### src/rtl/mbc1_pkg.sv
// ----------------------------------------------------------------------------
// mbc1_pkg
// Shared types, codes and constants of the MBC1 bank controller.
// ----------------------------------------------------------------------------
package mbc1_pkg;

	// Bus access kinds on the request channel
	localparam logic [1:0] FUNC_ROM_RD = 2'd0;
	localparam logic [1:0] FUNC_ROM_WR = 2'd1;
	localparam logic [1:0] FUNC_RAM_RD = 2'd2;
	localparam logic [1:0] FUNC_RAM_WR = 2'd3;

	// Register regions of a ROM write, selected by addr[14:13] below 0x8000
	localparam logic [1:0] REGION_RAM_EN  = 2'd0;
	localparam logic [1:0] REGION_ROM_LO  = 2'd1;
	localparam logic [1:0] REGION_UPPER   = 2'd2;
	localparam logic [1:0] REGION_MODE    = 2'd3;

	// Configuration register indexes
	localparam logic CFG_ROM_BANK_BITS  = 1'b0;
	localparam logic CFG_RAM_BANK_COUNT = 1'b1;

	// Field widths
	localparam int ROM_ADDR_W  = 21;
	localparam int ROM_BANK_W  = 7;
	localparam int ROM_OFS_W   = 14;
	localparam int RAM_OFS_W   = 13;
	localparam int RAM_BANK_W  = 2;
	localparam int CFG_W       = 3;

	// Defaults for the top-level parameters
	localparam int DEF_RAM_BANKS         = 4;
	localparam int DEF_MAX_ROM_BANK_BITS = 7;

	// Decoupling queue between front and back
	localparam int QUEUE_DEPTH = 2;
	localparam int QPTR_W      = (QUEUE_DEPTH > 1) ? $clog2(QUEUE_DEPTH) : 1;
	localparam int QCNT_W      = $clog2(QUEUE_DEPTH + 1);

	// Bank register constants
	localparam logic [7:0]            RAM_EN_KEY    = 8'h0A;
	localparam logic [ROM_BANK_W-1:0] ROM_BANK_HI   = 7'h60;
	localparam logic [4:0]            ROM_LO_ONE    = 5'h01;
	localparam logic [7:0]            RAM_OFF_DATA  = 8'hFF;

	// Classified operation
	typedef enum logic [3:0] {
		OP_ROM_RD_FIXED,
		OP_ROM_RD_SWITCH,
		OP_SET_RAM_EN,
		OP_SET_ROM_LO,
		OP_SET_UPPER,
		OP_SET_MODE,
		OP_UNMAPPED,
		OP_RAM_RD,
		OP_RAM_WR
	} mbc1_op_t;

	// Command passed from front to back
	typedef struct packed {
		mbc1_op_t              op;
		logic [ROM_OFS_W-1:0]  ofs;
		logic [7:0]            data;
	} mbc1_cmd_t;

endpackage

### src/rtl/mbc1_cmd_queue.sv
// ----------------------------------------------------------------------------
// mbc1_cmd_queue
// Short FIFO of classified commands between front and back.
// ----------------------------------------------------------------------------
module mbc1_cmd_queue import mbc1_pkg::*; (
	input  logic       clk,
	input  logic       arst_n,
	input  logic       push,
	input  mbc1_cmd_t  push_cmd,
	input  logic       pop,
	output logic       full,
	output logic       head_valid,
	output mbc1_cmd_t  head
);

	mbc1_cmd_t         entry_q [QUEUE_DEPTH];
	logic [QPTR_W-1:0] wr_ptr_q;
	logic [QPTR_W-1:0] rd_ptr_q;
	logic [QCNT_W-1:0] count_q;

	assign full       = (count_q == QCNT_W'(QUEUE_DEPTH));
	assign head_valid = (count_q != '0);
	assign head       = entry_q[rd_ptr_q];

	// Payload storage
	always_ff @(posedge clk) begin
		if (push) begin
			entry_q[wr_ptr_q] <= push_cmd;
		end
	end

	// Pointers and fill count
	always_ff @(posedge clk or negedge arst_n) begin
		if (!arst_n) begin
			wr_ptr_q <= '0;
			rd_ptr_q <= '0;
			count_q  <= '0;
		end else begin
			if (push) begin
				wr_ptr_q <= (wr_ptr_q == QPTR_W'(QUEUE_DEPTH - 1)) ? '0 : wr_ptr_q + 1'b1;
			end
			if (pop) begin
				rd_ptr_q <= (rd_ptr_q == QPTR_W'(QUEUE_DEPTH - 1)) ? '0 : rd_ptr_q + 1'b1;
			end
			if (push && !pop) begin
				count_q <= count_q + 1'b1;
			end else if (pop && !push) begin
				count_q <= count_q - 1'b1;
			end
		end
	end

endmodule

### config.mk
export PLATFORM = sky130hd
export DESIGN_NAME = mbc1_cmd_queue
export DESIGN_NICKNAME = d
export VERILOG_FILES = /design/src/rtl/mbc1_pkg.sv /design/src/rtl/mbc1_cmd_queue.sv
export SDC_FILE = /design/constraint.sdc
export NUM_CORES = 1
export LEC_CHECK = 0
export ABC_CLOCK_PERIOD_IN_PS = 1800
export BUFFER_PORTS_ARGS = -buffer_cell sky130_fd_sc_hd__buf_2
export CORE_MARGIN = 2
export CORE_UTILIZATION = 48
export CTS_BUF_LIST = sky130_fd_sc_hd__clkbuf_4
export DETAILED_ROUTE_END_ITERATION = 10
export MAX_ROUTING_LAYER = met4
export PLACE_DENSITY = 0.83
export SYNTH_ARGS = -nofsm -noshare
export SYNTH_HDL_FRONTEND = slang
export SYNTH_SLANG_ARGS = --single-unit
### constraint.sdc
create_clock -name clk -period 1.8 [get_ports clk]
set_input_delay 0.27 -clock clk [delete_from_list [all_inputs] [get_ports clk]]
set_output_delay 0.27 -clock clk [all_outputs]
set_load 0.02 [all_outputs]
Yosys cells after proc, flatten, opt, wreduce, memory -nomap -nowiden:

Memory sizes are Yosys's and may differ from the RTL's.
Cells that the tools add are included.

* flip-flop bits (word level): 4
* bits in writable memories: 52
* input port bits: 30
* output and inout port bits: 28
* logic and storage cells: 21
* memories: 1

* $add $sub $neg: 4
* eq/ne operators: 1
* mux-type cells: 6
* reductions and logical operators: 6

Memories
* entry_q: words 2, bits a word 26, read ports 1, clocked after memory_dff 0, wr ports 1, RTL line mbc1_cmd_queue.sv:16 `mbc1_cmd_t entry_q [QUEUE_DEPTH];`

Operator list (number)
* $mux 1: 4
* $mux 2: 2
* $reduce_bool 2->1: 2
* $add 1x1->1 const B: 2
* $add 2x1->2 const B: 1
* $eq 2x2->1 const B: 1
* $logic_and 1x1->1: 2
* $logic_not 1->1: 2
* $sub 2x1->2 const B: 1

Logic depth before layout (Yosys ltp):

* depth in word-level cells: 4
* gate-level depth with buffers: 5

Worst setup path before layout:

No wires, ideal clock.

* kind: register -> register
* start point: reg wr_ptr_q
* end point: mem entry_q[0][0] (netlist name), enable pin
* arrival time: 1.578 ns
* data required time: 1.388 ns
* setup slack: -0.190 ns
* stages on the path, launching flop included: 2
* clock period less this slack: 1.990 ns
* path through: dfrtp_1 nor2b_1

RTL lines
* start: declaration: RTL line mbc1_cmd_queue.sv:17 `logic [QPTR_W-1:0] wr_ptr_q;`
* start signal: assignment: RTL line mbc1_cmd_queue.sv:40 `wr_ptr_q <= (wr_ptr_q == QPTR_W'(QUEUE_DEPTH - 1)) ? '0 : wr_ptr_q + 1'b1;`
* end: declaration: RTL line mbc1_cmd_queue.sv:16

No word-level cell before the write port.

==> key figures <==
GRT
  – GRT Total Usage: 14.5%
  – Global route total overflow: 0
  – Antenna violations before repair: 0
  – Met3 GRT Util: 4.42%
  – GR Layer Usage met1: 17.3%
  – Largest net degree at the start of global routing: 22
  – Grt met2 use: 21.9%
  – Busiest grt layer: met2
  – Vias in the first global route: 1078
  – First-pass GRT wire length: 5200 um

Cells and area
  – Nets@finish: 197
  – Most frequent cells in the layout: buf_2 (57), edfxtp_1 (52), mux2_4 (19)
  – Layout area overhead: 20.7%
  – Fin cells: 218
  – Fillers: 323
  – N_diodes: 0
  – Layout cells sized above 1: 60.2%
  – Most common cell after layout, fill and taps aside: buf_2

Placed design
  – Pre-CTS WS: 428 ps
  – Post-placement cell count: 209
  – HPWL Detailed: 2370 um
  – Final GP Congestion: 0.658
  – Buffers added on ports: 57

CTS
  – Clock sink count: between 50 and 60
  – Clock Path Buffers: 2
  – CTS root buf: clkbuf_4
  – Clk_lat worst skew: 350 ps
  – Post-CTS Setup Inserts: 0
  – CTS tree: done
  – CTS H-tree lvls: 2
  – Clock Pin Slew Worst Setup and Hold Paths: 130 ps
  – Num CTS Buffers: 5

Logic synthesis
  – Top cell type's share of synthesized area: 72.1%
  – Cell Area, Synth: approximately 2200 um^2
  – Synth Register Bits: 56
  – Top cells by area, synth: edfxtp_1 (72%), mux2_4 (13%), dfrtp_1 (4.6%)
  – Syn_nets: 128
  – Synth Instances: a little under 100
  – Yosys warnings: 0
  – Synth area leader: edfxtp_1
  – Sequential share of the synthesized area: 76.7%
  – Mapped Avg Cell Area: ~22 um^2
  – Unique cell type count in the Yosys netlist: 14

Floorplanning
  – Die W: 71.2 um
  – Row cnt: 24
  – Die extent in y: 71.2 um
  – I/O pins: 58
  – Initial Util: between 40% and 50%
  – Core area: about 4400 um^2
  – Die ar.: 5070 um^2

Worst setup path
  – Worst Path Arrival: 1480 ps
  – Setup CP Type: reg2out
  – R2R Setup Slk: 620 ps
  – Worst R2R End: entry_q[1][3]$_DFFE_PP_
  – Req. time, crit path: 1530 ps
  – CP max FO: 10
  – Worst r2r path cells: 2
  – Slowest CP cell: dfrtp_2
  – Worst Setup EP: head[2]
  – Nature of the critical path startpoint: flip-flop
  – Critical Path Max Stage Delay: between 400 and 500 ps
  – CP Cell Sequence: clkbuf_16, mux2_4, buf_2
  – Setup crit start: rd_ptr_q$_DFFE_PN0P_
  – Critical Path Sink Type: output port
  – R2r startpoint: wr_ptr_q$_DFFE_PN0P_

Route
  – DRC viols: 0
  – Vias: 1066
  – Routed WL: ~3400 um
  – Initial drt markers: 74
  – Via density: between 4 and 5
  – Final ANT Viol Nets: 0
  – Pre-Repair DR Iteration Count: 4
  – Routed length per instance: 15.4 um

STA
  – Slew Viols, Final: 0
  – Period utilization: 97.2%
  – Skew final: just under 2 ps
  – RSZ-0062 raised after global routing: yes
  – Slew HR: 81.7%
  – Final hold violation count: 0
  – Worst-Margin Slew: 275 ps
  – Post-route setup slack: 51.0 ps
  – Sum Neg Setup Slack: 0 ps
  – Max Fclk: 572 MHz
  – Final setup fails: 0
  – Tmin final: 1750 ps

Flow run
  – Max-cap viol count: 0

Pwr
  – Max VDD drop: ~0.76 mV
  – Power per cell area: 1500 nW/um^2
  – Tot Pwr: 3.93 mW
  – Leak: between 1 and 1.5 nW

Run status
  – Run status: finished, final reports clean

Hold path
  – Hold WC Path Type: in2reg
## critical path: cells and delay by family, from the launching register on
kind,cells,cell delay [ps]
DFF,1,470
muxes,1,300
buffers and inverters,2,350
## metrics by stage
stage,util [%],hold slack (ps),instance area [um^2]
after global routing,60.1,53.5,2620
after global placement,58.0,76.2,2520
final,60.1,92.8,2620
after floorplan,-,-25.6,2170
after CTS,59.4,65.8,2580
after detailed placement,58.0,79.8,2520
## cells in the mapped netlist, drive strengths merged
cell and instances:
inv 1, buf 3, xor2 4, ha 1, nor2 1, nor2b 2, or2 1, mux2 26
dfrtp 4, and2 1, edfxtp 52, xnor2 1
## cells by family after synthesis
| group | Yosys count | share of synthesized area, % |
|---|---|---|
| flops | 56 | 76.7 |
| mux | 26 | 16.8 |
| xor+xnor | 5 | 2.02 |
| simple gates | 5 | 1.33 |
| buf+inv | 4 | 2.54 |
| fa+ha+maj | 1 | 0.578 |
## worst min path at each step
stage,from,endpoint,slack (ps),cells past startpoint
after detailed placement,arst_n,count_q[1]$_DFFE_PN0P_,80,1
final,push_cmd[21],entry_q[0][21]$_DFFE_PP_,90,1
after global routing,push_cmd[8],entry_q[0][8]$_DFFE_PP_,50,1
after global placement,arst_n,count_q[1]$_DFFE_PN0P_,80,1
after CTS,push_cmd[8],entry_q[0][8]$_DFFE_PP_,70,1
after floorplan,arst_n,count_q[0]$_DFFE_PN0P_,-30,0
## area by class of cell
cell class | instances | area, um^2 | share of cell area (%)
inverter | 1 | 3.75 | 0.144
clock buffer | 6 | 45.0 | 1.72
sequential | 56 | 1660 | 63.6
tap | 52 | 65.1 | 2.49
clock inverter | 1 | 5.00 | 0.191
timing repair buffer | 65 | 382 | 14.6
multi-input combinational | 37 | 452 | 17.3
## power breakdown
part           switching (mW)  internal, mW
sequential              0.111          1.74
clock                   0.327         0.160
combinational           0.831         0.769
total                    1.27          2.67
## registers in the layout, indices dropped and copies added (netlist names)
signal    count
entry_q      52
count_q       2
wr_ptr_q      1
rd_ptr_q      1
## routing by layer
layer,wire (um),up-vias
met5,0,-
met4,16,0
met3,226,2
met2,1730,42
met1,1380,513
li1,-,509
## repair_timing
item / CTS / global route
hold endpoints to repair: 4 / 0
hold buffers: 1 / 0
resized for setup: 0 / 2
endpoints found under the setup margin: 0 / 1
Power figures use the tool's default switching activity.
