**src/rtl/mbc1_pkg.sv**
```systemverilog
// ----------------------------------------------------------------------------
// mbc1_pkg
// Shared types, codes and constants of the MBC1 bank controller.
// ----------------------------------------------------------------------------
package mbc1_pkg;

	// Bus access kinds on the request channel
	localparam logic [1:0] FUNC_ROM_RD = 2'd0;
	localparam logic [1:0] FUNC_ROM_WR = 2'd1;
	localparam logic [1:0] FUNC_RAM_RD = 2'd2;
	localparam logic [1:0] FUNC_RAM_WR = 2'd3;

	// Register regions of a ROM write, selected by addr[14:13] below 0x8000
	localparam logic [1:0] REGION_RAM_EN  = 2'd0;
	localparam logic [1:0] REGION_ROM_LO  = 2'd1;
	localparam logic [1:0] REGION_UPPER   = 2'd2;
	localparam logic [1:0] REGION_MODE    = 2'd3;

	// Configuration register indexes
	localparam logic CFG_ROM_BANK_BITS  = 1'b0;
	localparam logic CFG_RAM_BANK_COUNT = 1'b1;

	// Field widths
	localparam int ROM_ADDR_W  = 21;
	localparam int ROM_BANK_W  = 7;
	localparam int ROM_OFS_W   = 14;
	localparam int RAM_OFS_W   = 13;
	localparam int RAM_BANK_W  = 2;
	localparam int CFG_W       = 3;

	// Defaults for the top-level parameters
	localparam int DEF_RAM_BANKS         = 4;
	localparam int DEF_MAX_ROM_BANK_BITS = 7;

	// Decoupling queue between front and back
	localparam int QUEUE_DEPTH = 2;
	localparam int QPTR_W      = (QUEUE_DEPTH > 1) ? $clog2(QUEUE_DEPTH) : 1;
	localparam int QCNT_W      = $clog2(QUEUE_DEPTH + 1);

	// Bank register constants
	localparam logic [7:0]            RAM_EN_KEY    = 8'h0A;
	localparam logic [ROM_BANK_W-1:0] ROM_BANK_HI   = 7'h60;
	localparam logic [4:0]            ROM_LO_ONE    = 5'h01;
	localparam logic [7:0]            RAM_OFF_DATA  = 8'hFF;

	// Classified operation
	typedef enum logic [3:0] {
		OP_ROM_RD_FIXED,
		OP_ROM_RD_SWITCH,
		OP_SET_RAM_EN,
		OP_SET_ROM_LO,
		OP_SET_UPPER,
		OP_SET_MODE,
		OP_UNMAPPED,
		OP_RAM_RD,
		OP_RAM_WR
	} mbc1_op_t;

	// Command passed from front to back
	typedef struct packed {
		mbc1_op_t              op;
		logic [ROM_OFS_W-1:0]  ofs;
		logic [7:0]            data;
	} mbc1_cmd_t;

endpackage

```
**src/rtl/mbc1_req_if.sv**
```systemverilog
// ----------------------------------------------------------------------------
// mbc1_req_if
// Request channel: one bus access per transaction.
// ----------------------------------------------------------------------------
interface mbc1_req_if;
	logic        valid;
	logic        ready;
	logic [1:0]  func;
	logic [15:0] addr;
	logic [7:0]  data;

	modport source (output valid, func, addr, data, input ready);
	modport sink   (input valid, func, addr, data, output ready);
endinterface

```
**src/rtl/mbc1_front.sv**
```systemverilog
// ----------------------------------------------------------------------------
// mbc1_front
// Accepts bus accesses and classifies them into bank controller commands.
// ----------------------------------------------------------------------------
module mbc1_front import mbc1_pkg::*; (
	mbc1_req_if.sink   req,
	input  logic       full,
	output logic       push,
	output mbc1_cmd_t  cmd
);

	// Accept whenever the queue has room
	assign req.ready = !full;
	assign push      = req.valid && !full;

	// Decode function and address region
	always_comb begin
		cmd.ofs  = req.addr[ROM_OFS_W-1:0];
		cmd.data = req.data;
		cmd.op   = OP_ROM_RD_FIXED;
		unique case (req.func)
			FUNC_ROM_RD: begin
				cmd.op = (req.addr[15:14] == 2'b00) ? OP_ROM_RD_FIXED : OP_ROM_RD_SWITCH;
			end
			FUNC_ROM_WR: begin
				if (req.addr[15]) begin
					cmd.op = OP_UNMAPPED;
				end else begin
					unique case (req.addr[14:13])
						REGION_RAM_EN: cmd.op = OP_SET_RAM_EN;
						REGION_ROM_LO: cmd.op = OP_SET_ROM_LO;
						REGION_UPPER:  cmd.op = OP_SET_UPPER;
						REGION_MODE:   cmd.op = OP_SET_MODE;
						default:       cmd.op = OP_UNMAPPED;
					endcase
				end
			end
			FUNC_RAM_RD: cmd.op = OP_RAM_RD;
			FUNC_RAM_WR: cmd.op = OP_RAM_WR;
			default:     cmd.op = OP_ROM_RD_FIXED;
		endcase
	end

endmodule

```
**src/flat_wrapper.sv**
```systemverilog
// flat-port wrapper written by rule: the top's interface ports become plain ports
module mbc1_front_flat import mbc1_pkg::*;
  (full, push, cmd, req_valid, req_func, req_addr, req_data, req_ready);
  mbc1_req_if req_i ();
  input  logic full;
  output logic push;
  output mbc1_cmd_t cmd;
  input wire logic [$bits(req_i.valid)-1:0] req_valid;
  input wire logic [$bits(req_i.func)-1:0] req_func;
  input wire logic [$bits(req_i.addr)-1:0] req_addr;
  input wire logic [$bits(req_i.data)-1:0] req_data;
  output wire logic [$bits(req_i.ready)-1:0] req_ready;
  assign req_i.valid = req_valid;
  assign req_i.func = req_func;
  assign req_i.addr = req_addr;
  assign req_i.data = req_data;
  assign req_ready = req_i.ready;
  mbc1_front u_core (.req(req_i), .full(full), .push(push), .cmd(cmd));
endmodule
```
**config.mk**
```make
export PLATFORM = sky130hd
export DESIGN_NAME = mbc1_front_flat
export DESIGN_NICKNAME = d
export VERILOG_FILES = /design/src/rtl/mbc1_pkg.sv /design/src/rtl/mbc1_req_if.sv /design/src/rtl/mbc1_front.sv /design/src/flat_wrapper.sv
export SDC_FILE = /design/constraint.sdc
export NUM_CORES = 1
export LEC_CHECK = 0
export BUFFER_PORTS_ARGS = -buffer_cell sky130_fd_sc_hd__clkbuf_2
export CORE_AREA = 4 4 41 43
export DETAILED_ROUTE_END_ITERATION = 7
export DIE_AREA = 0 0 45 47
export GPL_TIMING_DRIVEN = 0
export PLACE_DENSITY_LB_ADDON = 0.25
export RECOVER_POWER = 100
export SKIP_LAST_GASP = 1
export SLEW_MARGIN = 20
export SYNTH_ARGS = -nofsm -noshare
export SYNTH_HDL_FRONTEND = slang
export SYNTH_SLANG_ARGS = --single-unit
export TNS_END_PERCENT = 30
```
**constraint.sdc**
```tcl
create_clock -name vclk -period 0.8
set_clock_uncertainty 0.2 [all_clocks]
set_input_delay 0.04 -clock vclk [all_inputs]
set_output_delay 0.04 -clock vclk [all_outputs]
set_load 0.01 [all_outputs]
```
; Word-level counts from Yosys, hierarchy flattened
; Cells that the tools add are included.
[word_totals]
reg_bits = 0
inputBits = 28
out_inout_bits = 28
word_cells = 15
[classes]
eq_ne = 6
mux = 4
n_reduce_logical = 5
[ops]
columns = operator, n
row1 = 4-bit case mux with 4 select lines, 2
row2 = "2-bit == test, second input constant", 4
row3 = 2-bit zero test, 3
row4 = "2-bit by 1-bit == test with 1-bit output, second input constant", 2
row5 = 4-bit two-way mux, 1
row6 = 1-bit logical AND, 1
row7 = 1-bit zero test, 1
row8 = 1-bit two-way mux, 1

; Depth between registers and ports, before layout
[logic_depth]
ltp_word = 4
ltp_mapped = 2
ltp_nobuf = 2

; Least setup slack after synthesis
; OpenSTA, ideal clock, no wires.
[synth_path]
path_type = input-to-output
start = input port req_func[1]
end = output port cmd[22] (netlist bit)
arrival_ns = 0.527
required_ns = 0.560
setup_slack_ns = 0.033
stages = 2
path_buffers = 0
path_cell_list = nand2b_4 o32ai_1
[synth_rtl]
columns = item, line_no
row1 = "start, declared", flat_wrapper.sv:9  ; input wire logic [$bits(req_i.func)-1:0] req_func;
row2 = "end, declared", flat_wrapper.sv:7  ; output mbc1_cmd_t cmd;

==> parameters.txt <==
Parameter                              Value

Drt
  Metal-1 WL ... 248 µm
  Per-cell via count in the routed design ... 3.61
  Drt initial violations ... 1
  Pre-antenna DRT Iters ... 2
  Via count ... 303
  WL/cell ... 8.44 µm
  Post-Route WL ... 709 µm
  Highest routing layer actually used ... met3
  Residual DRC count ... 0
  Number of routed nets with antenna violations ... 0
  Total met3 wirelength after detailed routing ... 136 µm
  Met2 WL post-DR ... 325 µm

Worst setup path
  Maximum net fanout on the critical path ... 4
  CP Cell Sequence ... clkbuf_8 -> nand2b_4 -> o32ai_2 -> buf_2
  Crit path DAT ... 0.65 ns
  WP depth ... 4
  Top cell family by delay on the critical path ... buffers and inverters
  Category of the most critical setup path ... in2out
  Count of buffering cells on the critical path with inverters included ... 2
  Type of element launching the critical path ... input port
  Slowest cell on crit path ... o32ai_2
  Crit. End Element ... output port
  Delay contributed by the slowest stage of the critical path ... 0.18 ns
  Worst path required time ... 0.56 ns

Status
  Result of the run ... complete, but fails checks
  Violations in the final reports ... negative setup slack

Layout
  Sequential cell count of the final layout ... 0
  Filler cell count in the final layout ... 162
  Relative area change from synthesis to final layout ... 75.4%
  Area occupied by multi-input gates ... 73.8 µm²
  Area of all sequential standard cells ... 0 µm²
  Count of clock-net buffers in the final layout ... 0
  NumNets Final ... 99
  Layout cells sized above 1 ... 50.7%
  Final standard cell count with taps included and fillers excluded ... 84
  Number of antenna repair diodes ... 0

Global routing
  Antenna violations before repair ... 0
  Via count of the first global-routing pass ... 227
  Largest net degree at the start of global routing ... 5
  Global route total overflow ... 0
  Wire length of the first global-routing pass ... 876 µm
  Combined global-route utilization of all metal layers ... 5.04%

Power
  Worst vdd ir ... 0.161 mV
  Sw frac ... 43.7%
  Power Internal ... 0.133 mW
  Switching Power ... 0.103 mW
  Combinational cell fraction of total power ... 100.0%
  Power density over cell area ... 562 mW/mm²
  Total power after layout ... 0.236 mW
  Share of power burned in registers ... 0%
  Static power due to leakage ... 0.221 nW
  Clock group share of total power ... 0%

Synth
  Dominant combinational cell family by area after synthesis ... buffers and inverters
  Post-synthesis sequential area ratio ... 0%
  Number of different library cells in the post-synthesis netlist ... 10
  Compound-cell area share of the yosys netlist ... 7.85%
  Multiplexer area fraction after synthesis ... 0%
  Post-synthesis cell type with the largest combined area ... buf_4
  Post-synthesis share of cell area spent on and, or, nand and nor gates ... 19.9%
  Total of warnings raised by yosys ... 0
  Top area cells in the synthesized netlist ... buf_4 (69%), nand2b_4 (5.8%), nor2b_1 (5.2%), o21ai_1 (4.2%), o32ai_1 (3.7%)
  Number of standard cells after synthesis ... 34
  Avg Synthesized Cell Area ... 7.03 µm²
  Synthesized-area fraction occupied by adder cells ... 0%
  Syn Nets ... 62
  Portion of synthesized cell area occupied by the leading cell type ... 69.1%
  Xor and xnor fraction of the mapped netlist area ... 0%
  Area of the mapped netlist ... 239 µm²

Place
  Pre-CTS worst setup slack ... -0.129 ns
  Final weighted congestion of routability-driven global placement ... 0.620
  Port buffer count ... 35
  DP Cell Count ... 84

Worst hold path
  Min-Delay Path Depth ... 2
  Classification of the worst-slack hold path ... in2out

STA
  Slew of the pin with the lowest slew margin ... 0.212 ns
  Highest attainable clock frequency ... 1130 MHz
  TNS Setup ... -0.0975 ns
  Headroom to the max-slew limit ... 85.8%
  Setup Viol. Count Final ... 3
  Hold Vio Cnt, Final ... 0
  Post-route minimum period ... 0.887 ns
  Unrepaired setup endpoints after global routing ... yes
  Post-route worst setup slack ... -0.0868 ns
  Tcrit/Tclk final ... 111%
  Final slew viol count ... 0

Run
  Max Cap Violations ... 0

Floorplan
  Starting utilization of the core area ... 18.4%
  Standard-cell row count ... 13
  Overall die area ... 0.00212 mm²
  Floorplan die height ... 47 µm
  IO Pins ... 56
  Standard cell core area ... 0.00130 mm²
  Die Wd ... 45 µm

Clock tree
  # hold bufs at CTS ... 0
==> Yosys cell counts <==
master    instances
buf_4            22
inv_1             2
nor2b_1           2
o21ai_1           2
and2_1            1
nand2b_1          1
nand2b_4          1
nor2_1            1
nor3_1            1
o32ai_1           1
==> per-stage QoR <==
| step | cell area, µm² | hold WS, ns | utilization [%] |
|---|---|---|---|
| floorplan | 239 | -0.0765 | - |
| global placement | 433 | 0.0697 | 33.3 |
| detailed placement | 433 | 0.0690 | 33.3 |
| CTS | 449 | 0.0700 | 34.5 |
| global route | 419 | 0.0987 | 32.2 |
| finish | 419 | 0.0880 | 32.2 |
==> kinds of logic after synthesis <==
| group | Yosys count |
|---|---|
| AO/OA/AOI/OAI | 3 |
| AND/OR/NAND/NOR | 7 |
| buffers and inverters | 24 |
==> power groups by stage <==
stage | Combinational (mW) | Sequential [mW] | Clock [mW]
after floorplan | 0.149 | 0 | 0
after global placement | 0.246 | 0 | 0
after detailed placement | 0.249 | 0 | 0
after CTS | 0.257 | 0 | 0
after global routing | 0.258 | 0 | 0
final | 0.236 | 0 | 0
==> path summary, 6_finish.rpt <==
| path | startpoint | end | slack (ns) |
|---|---|---|---|
| setup / recovery | req_func[1] | cmd[22] | -0.09 |
| hold / removal | req_data[1] | cmd[1] | 0.09 |
==> final cells by class <==
type,count,share of cell area (%)
well taps,15,4.48
repair buffers,35,36.7
plain buffers,22,39.4
multi-input cells,10,17.6
inverters,2,1.79
==> repair_timing <==
item / CTS / global route
buffers inserted: 0 / 0
cloned: 0 / 0
setup endpoints to repair: 3 / 3
resized for setup: 2 / 1
==> placed cells by master, fill, tap and decap left out, drive strengths merged <==
cell type / instances
and2: 1
o32ai: 1
inv: 2
nor2: 1
nand2b: 2
nor3: 1
buf: 23
clkbuf: 34
o21ai: 2
nor2b: 2
==> layer usage <==
metal	GRT usage [%]	up-vias
met3	0	0
met4	0	0
met5	0	-
met2	7.63	33
met1	8.31	116
li1	-	154
Power figures use the tool's default switching activity.
